--- src/rtl/core/csn_pkg.sv ---
// Shared types, widths, codes and defaults for the capsule sum and normalize core.
package csn_pkg;

   // Parameter defaults.
   localparam int NUM_CLASSES_DEF = 10;
   localparam int CAPS_DIM_DEF    = 16;
   localparam int FRAC_BITS_DEF   = 4;

   // Fixed field and datapath widths.
   localparam int FUNC_W   = 2;
   localparam int SLOT_W   = 8;
   localparam int SAMPLE_W = 16;
   localparam int RESULT_W = 8;
   localparam int ACC_W    = 32;
   localparam int COEF_W   = 7;
   localparam int MAG_W    = 16;
   localparam int PROD_W   = COEF_W + MAG_W;
   localparam int NORM_W   = 15;
   localparam int CSR_AW   = 3;
   localparam int CSR_DW   = 32;

   // Item function codes.
   localparam logic [FUNC_W-1:0] FUNC_ACC   = 2'd0;
   localparam logic [FUNC_W-1:0] FUNC_READ  = 2'd1;
   localparam logic [FUNC_W-1:0] FUNC_CLEAR = 2'd2;

   // Register indexes, decoded from address bit 2.
   localparam logic REG_COEF_SUM = 1'b0;
   localparam logic REG_COEF_MAX = 1'b1;

   localparam logic [COEF_W-1:0] COEF_RESET = 7'd7;

   // Status of the divider.
   typedef struct packed {
      logic busy;
      logic done;
   } div_status_type;

endpackage

--- src/rtl/core/csn_div.sv ---
// Restoring divider for unsigned magnitudes, one quotient bit per cycle.
module csn_div
   import csn_pkg::*;
#(
   parameter int DVD_W = 20,
   parameter int DVS_W = NORM_W
) (
   input  logic             clock,
   input  logic             reset,
   input  logic             start,
   input  logic [DVD_W-1:0] dividend,
   input  logic [DVS_W-1:0] divisor,
   output div_status_type   status,
   output logic [DVD_W-1:0] quotient
);

   localparam int CNT_W = $clog2(DVD_W + 1);

   logic [DVS_W-1:0] rem_ff, rem_in;
   logic [DVD_W-1:0] quo_ff, quo_in;
   logic [DVS_W-1:0] dvs_ff, dvs_in;
   logic [CNT_W-1:0] cnt_ff, cnt_in;
   logic             busy_ff, busy_in;
   logic             done_ff, done_in;
   logic [DVS_W:0]   trial;
   logic [DVS_W:0]   diff;
   logic             take;

   // The partial remainder stays below the divisor, so the trial fits in one more bit.
   assign trial = {rem_ff, quo_ff[DVD_W-1]};
   assign diff  = trial - {1'b0, dvs_ff};
   assign take  = (trial >= {1'b0, dvs_ff});

   always_comb begin
      rem_in  = rem_ff;
      quo_in  = quo_ff;
      dvs_in  = dvs_ff;
      cnt_in  = cnt_ff;
      busy_in = busy_ff;
      done_in = 1'b0;
      if (start) begin
         rem_in  = '0;
         quo_in  = dividend;
         dvs_in  = divisor;
         cnt_in  = CNT_W'(DVD_W);
         busy_in = 1'b1;
      end else if (busy_ff) begin
         rem_in = take ? diff[DVS_W-1:0] : trial[DVS_W-1:0];
         quo_in = {quo_ff[DVD_W-2:0], take};
         cnt_in = cnt_ff - CNT_W'(1);
         if (cnt_ff == CNT_W'(1)) begin
            busy_in = 1'b0;
            done_in = 1'b1;
         end
      end
   end

   always_ff @(posedge clock) begin
      if (reset) begin
         busy_ff <= 1'b0;
         done_ff <= 1'b0;
         cnt_ff  <= '0;
      end else begin
         busy_ff <= busy_in;
         done_ff <= done_in;
         cnt_ff  <= cnt_in;
      end
   end

   always_ff @(posedge clock) begin
      rem_ff <= rem_in;
      quo_ff <= quo_in;
      dvs_ff <= dvs_in;
   end

   assign status.busy = busy_ff;
   assign status.done = done_ff;
   assign quotient    = quo_ff;

endmodule

--- config.mk ---
export PLATFORM = sky130hd
export DESIGN_NAME = csn_div
export DESIGN_NICKNAME = d
export VERILOG_FILES = /design/src/rtl/core/csn_pkg.sv /design/src/rtl/core/csn_div.sv
export SDC_FILE = /design/constraint.sdc
export NUM_CORES = 1
export LEC_CHECK = 0
export BUFFER_PORTS_ARGS = -buffer_cell sky130_fd_sc_hd__buf_2
export CAP_MARGIN = 20
export CORE_UTILIZATION = 28
export DETAILED_ROUTE_END_ITERATION = 16
export PLACE_DENSITY_LB_ADDON = 0.2
export SYNTH_ARGS = -nofsm -noshare
export SYNTH_HDL_FRONTEND = slang
export SYNTH_SLANG_ARGS = --single-unit
--- constraint.sdc ---
create_clock -name clock -period 5 [get_ports clock]
set_input_delay 0.75 -clock clock [delete_from_list [all_inputs] [get_ports clock]]
set_output_delay 0.75 -clock clock [all_outputs]
set_load 0.1 [all_outputs]
# Word level (Yosys, flattened, before mapping)
# Cells that the tools add are included.
# classes
n_lt_le_gt_ge	1
n_bitwise	1
n_mux	9
add_sub_neg	2
reduce_logical	3
eq_ne	1
# ops
cell	count
20-bit two-way mux	2
16-bit by 15-bit greater-or-equal comparator with 1-bit output	1
15-bit two-way mux	1
15-bit subtractor	1
5-bit two-way mux	2
5-bit by 1-bit equality test with 1-bit output, second input constant	1
5-bit by 1-bit subtractor with 5-bit output, second input constant	1
1-bit two-way mux	4
3-bit OR reduction	1
2-bit nonzero test	1
2-bit OR reduction	1
1-bit NOT	1
# totals
ff_bits	57
elab_cells	24
out_inout_bits	22
in_bits	38

# Depth between registers and ports, before layout
# depth
depth_word	4
ltp_mapped	10

# Worst setup path after synthesis
# No wires, ideal clock.
# synth_timing
path_kind	reg2reg
start	register quo_ff[19] (netlist: quotient[19])
end	register rem_ff[4]
setup_slack_ns	1.930
required_ns	4.883
t_arrival_ns	2.953
synth_period_minus_slack_ns	3.070
path_buffers	0
setup_time_ns	0.117
stages_incl_launch_ff	10
path_cell_list	edfxtp_1 -> inv_1 -> ha_1 -> fa_1 -> nand2b_1 -> a21oi_2 -> o2111ai_1 -> a31oi_4 -> mux2_1 -> a22o_1
# synth_between
elab_chain_len	2
# synth_rtl
element	line	source
start: declaration	csn_div.sv:20	logic [DVD_W-1:0] quo_ff, quo_in;
start signal: assignment	csn_div.sv:72	quo_ff <= quo_in;
15-bit subtractor or 16-bit by 15-bit greater-or-equal comparator with 1-bit output (tied branches)	csn_div.sv:31, csn_div.sv:32	
15-bit two-way mux (*)	csn_div.sv:48	rem_in = take ? diff[DVS_W-1:0] : trial[DVS_W-1:0];
end signal: assignment	csn_div.sv:71	rem_ff <= rem_in;
end: declaration	csn_div.sv:19	logic [DVS_W-1:0] rem_ff, rem_in;
# Mark *: on every way between the ends. The rest lies on a longest branch, timed or not.
# A chain may end at the register's enable or synchronous reset.

# Worst setup path after layout
# layout_timing
start	register quo_ff[19] (netlist: quotient[19])
end	register rem_ff[0]
# The elaborated chain is that of the path after synthesis.

==> metrics <==
Sw Ratio=around a third; Sw Pwr=between 0.5 and 0.6 mW; count of input and output buffers=59; ys async rst share=0%; worst reg2reg path startpoint=quotient[19]; Seq cells post-synth=between 50 and 60; share of power burned in registers=38.1%; # setup viols final=0; Antenna diodes=0; P_int=~1 mW; Synth Net Count=around 360; CP arrival=3.20 ns; Max Slew Vio Count=0; Hold Buf Count CTS=0; CTS Buf Count=9; clk slew on worst S/H paths=0.05 ns; FF-to-FF End=rem_ff[0]; die height=109 um; setup_tns=0 ns; CP startpoint kind=flop; post-synth cell types=58; root buf cell=clkbuf_16; power density over the cells=387 nW/um^2; H-tree depth=3; vias in the first global route=~2,400; final worst slack=2.03 ns; total die area=approximately 12,000 sq um; total number of vias=2,436; final wirelength=6990 um; row cnt=38; gr usage total=12.9%; Layout area overhead=21.2%; Clock Path Buffers=2; Util after Layout=35.2%; worst clock skew=0.00785 ns; initial core utilization=between 20% and 30%; Comb power frac=26.1%; io pins=60; CTS tree=done; drt wl/cell=between 10 and 15 um; initial antenna violation count=0; antenna viol nets, final=0; Worst Path Max Fanout=23; RSZ-0062 raised after global routing=false; Hold Crit Start=rem_ff[7]; Die W=109 um; detail-routed via count per cell=around 4.8; Register-to-Register Path Depth=9; DP HPWL=4830 um; GP Congestion=0.754; most frequent cells in the layout=buf_2 (59), edfxtp_1 (35), nor2_1 (30), inv_1 (23), dfxtp_1 (22); Worst Setup End Kind=flop; # clock sinks=between 50 and 60; first-pass GRT wire length=~12,000 um; max cap viols=0; syn avg cell area=10.6 sq um; r2r setup slk=2.03 ns; cell leakage power=1.60 nW; DRC Markers=0; largest net degree at the start of global routing=56; EDFF count, synth=35; prevailing post-synth register cell=edfxtp_1; fmax=336 MHz; Crit path required time=5.23 ns; outcome=finished clean; clk_lat worst skew=0.32 ns; Hold Crit Class=flop to flop; Core Footprint=around 11,000 sq um; sequential fraction of the synthesis area=46.7%; critical path launch point=quotient[19]; Post CTS Setup Buffer Count=0; GR Overflow Total=0; YS warnings=0; Inst Count DP=490; clock network fraction of design power=35.8%; post-synthesis cell count=roughly 300; Hold Vio Cnt, Final=0; Crit Path Category=flop to flop; actual slew at the worst max-slew pin=0.756 ns; Max transition margin=49.5%; CTS resizes=0; fin crit period=2.97 ns; synthesized area=3190 sq um; Detailed Route Iter0 Violations=~90; Critical path destination=rem_ff[0]; dpl ws=a little over 2 ns; Tcrit/Tclk final=between 50 and 60%; Max VDD drop=0.186 mV; DR pass1 iterations=5; final net count=417; layout cells sized above 1=about 29%; Post-Layout Cell Count=506; commonest non-fill, non-tap cell in the layout=buf_2
-- final cells by class --
cell class,instances,area [sq um]
fillers,1107,7110
inverters,23,86.3
well taps,140,175
flip-flops and latches,57,1490
multi-input cells,209,1540
clock buffers,10,229
clock inverters,6,35.0
repair buffers,61,310
-- Yosys cell counts (3+ instances only) --
cell type | instances | area share [%]
a31oi_1 | 3 | 0.59
mux2i_1 | 6 | 1.9
edfxtp_1 | 35 | 33
nand2b_1 | 3 | 0.59
mux2_2 | 21 | 7.4
a211oi_1 | 8 | 1.9
nor3b_1 | 4 | 0.94
o21ai_0 | 12 | 1.9
a21oi_1 | 13 | 2.0
nor2_1 | 30 | 3.5
ha_1 | 17 | 6.7
nor3_1 | 7 | 1.1
nand3_1 | 8 | 1.3
clkbuf_1 | 7 | 0.82
or3_1 | 5 | 0.98
nand4_1 | 3 | 0.59
xnor2_1 | 9 | 2.5
and3_1 | 3 | 0.59
dfxtp_1 | 22 | 14
inv_1 | 23 | 2.7
nand2_1 | 15 | 1.8
-- flip-flops by register name, indices dropped and copies added (netlist names) --
name      flops
busy_ff       1
done_ff       1
rem_ff       15
dvs_ff       15
cnt_ff        5
quotient     20
-- worst max-delay path, cell delays in order, from the launching register on --
cell and delay [ns]:
edfxtp_1 0.34, inv_1 0.06, ha_1 0.22, fa_1 0.41
nand2b_1 0.19, a21oi_2 0.15, o2111ai_1 0.20, a31oi_4 0.69
mux2_2 0.41, a211oi_1 0.22
-- cells by family (layout without fill, tap and decap cells) --
kind of cell	Yosys count	count (layout)	share of synthesized area (%)
and+or+nand+nor	94	94	15.8
buffers and inverters	36	100	4.98
muxes	28	28	9.64
xor gates and xnor gates	10	10	2.74
AOI/OAI and AO/OA	59	59	12.8
DFF	57	57	46.7
adders and majority gates	18	18	7.29
-- layer usage --
layer  track usage [%]  up-vias  part of all wire [%]
met5                 0        -                     0
met4              3.76        0                  0.84
met3              4.30        6                   5.8
met2              20.1       60                    45
met1              16.8     1142                    49
li1                  -     1228                     -
-- power by group through the flow --
| stage | logic (mW) | clock network (mW) | registers [mW] |
|---|---|---|---|
| floorplan | 0.196 | 0 | 0.701 |
| global placement | 0.390 | 0 | 0.579 |
| detailed placement | 0.391 | 0 | 0.579 |
| CTS | 0.392 | 0.554 | 0.571 |
| global route | 0.421 | 0.577 | 0.577 |
| finish | 0.391 | 0.536 | 0.571 |
-- per-stage QoR --
step / cell area, sq um / total power, mW / hold WS, ns
4_1_cts: 3870 / 1.52 / 0.489
2_1_floorplan: 3190 / 0.897 / 0.446
3_3_place_gp: 3600 / 0.969 / 0.473
6_report: 3870 / 1.50 / 0.479
3_5_place_dp: 3600 / 0.970 / 0.482
5_1_grt: 3870 / 1.58 / 0.506
-- worst min path at each step --
stage                             to  slack [ns]  cells after the start
after floorplan           rem_ff[12]        0.45                      2
after global placement    rem_ff[12]        0.47                      2
after detailed placement   rem_ff[7]        0.48                      2
after CTS                  rem_ff[7]        0.49                      2
after global routing      rem_ff[12]        0.51                      2
final                      rem_ff[7]        0.48                      2
Power figures use the tool's default switching activity.
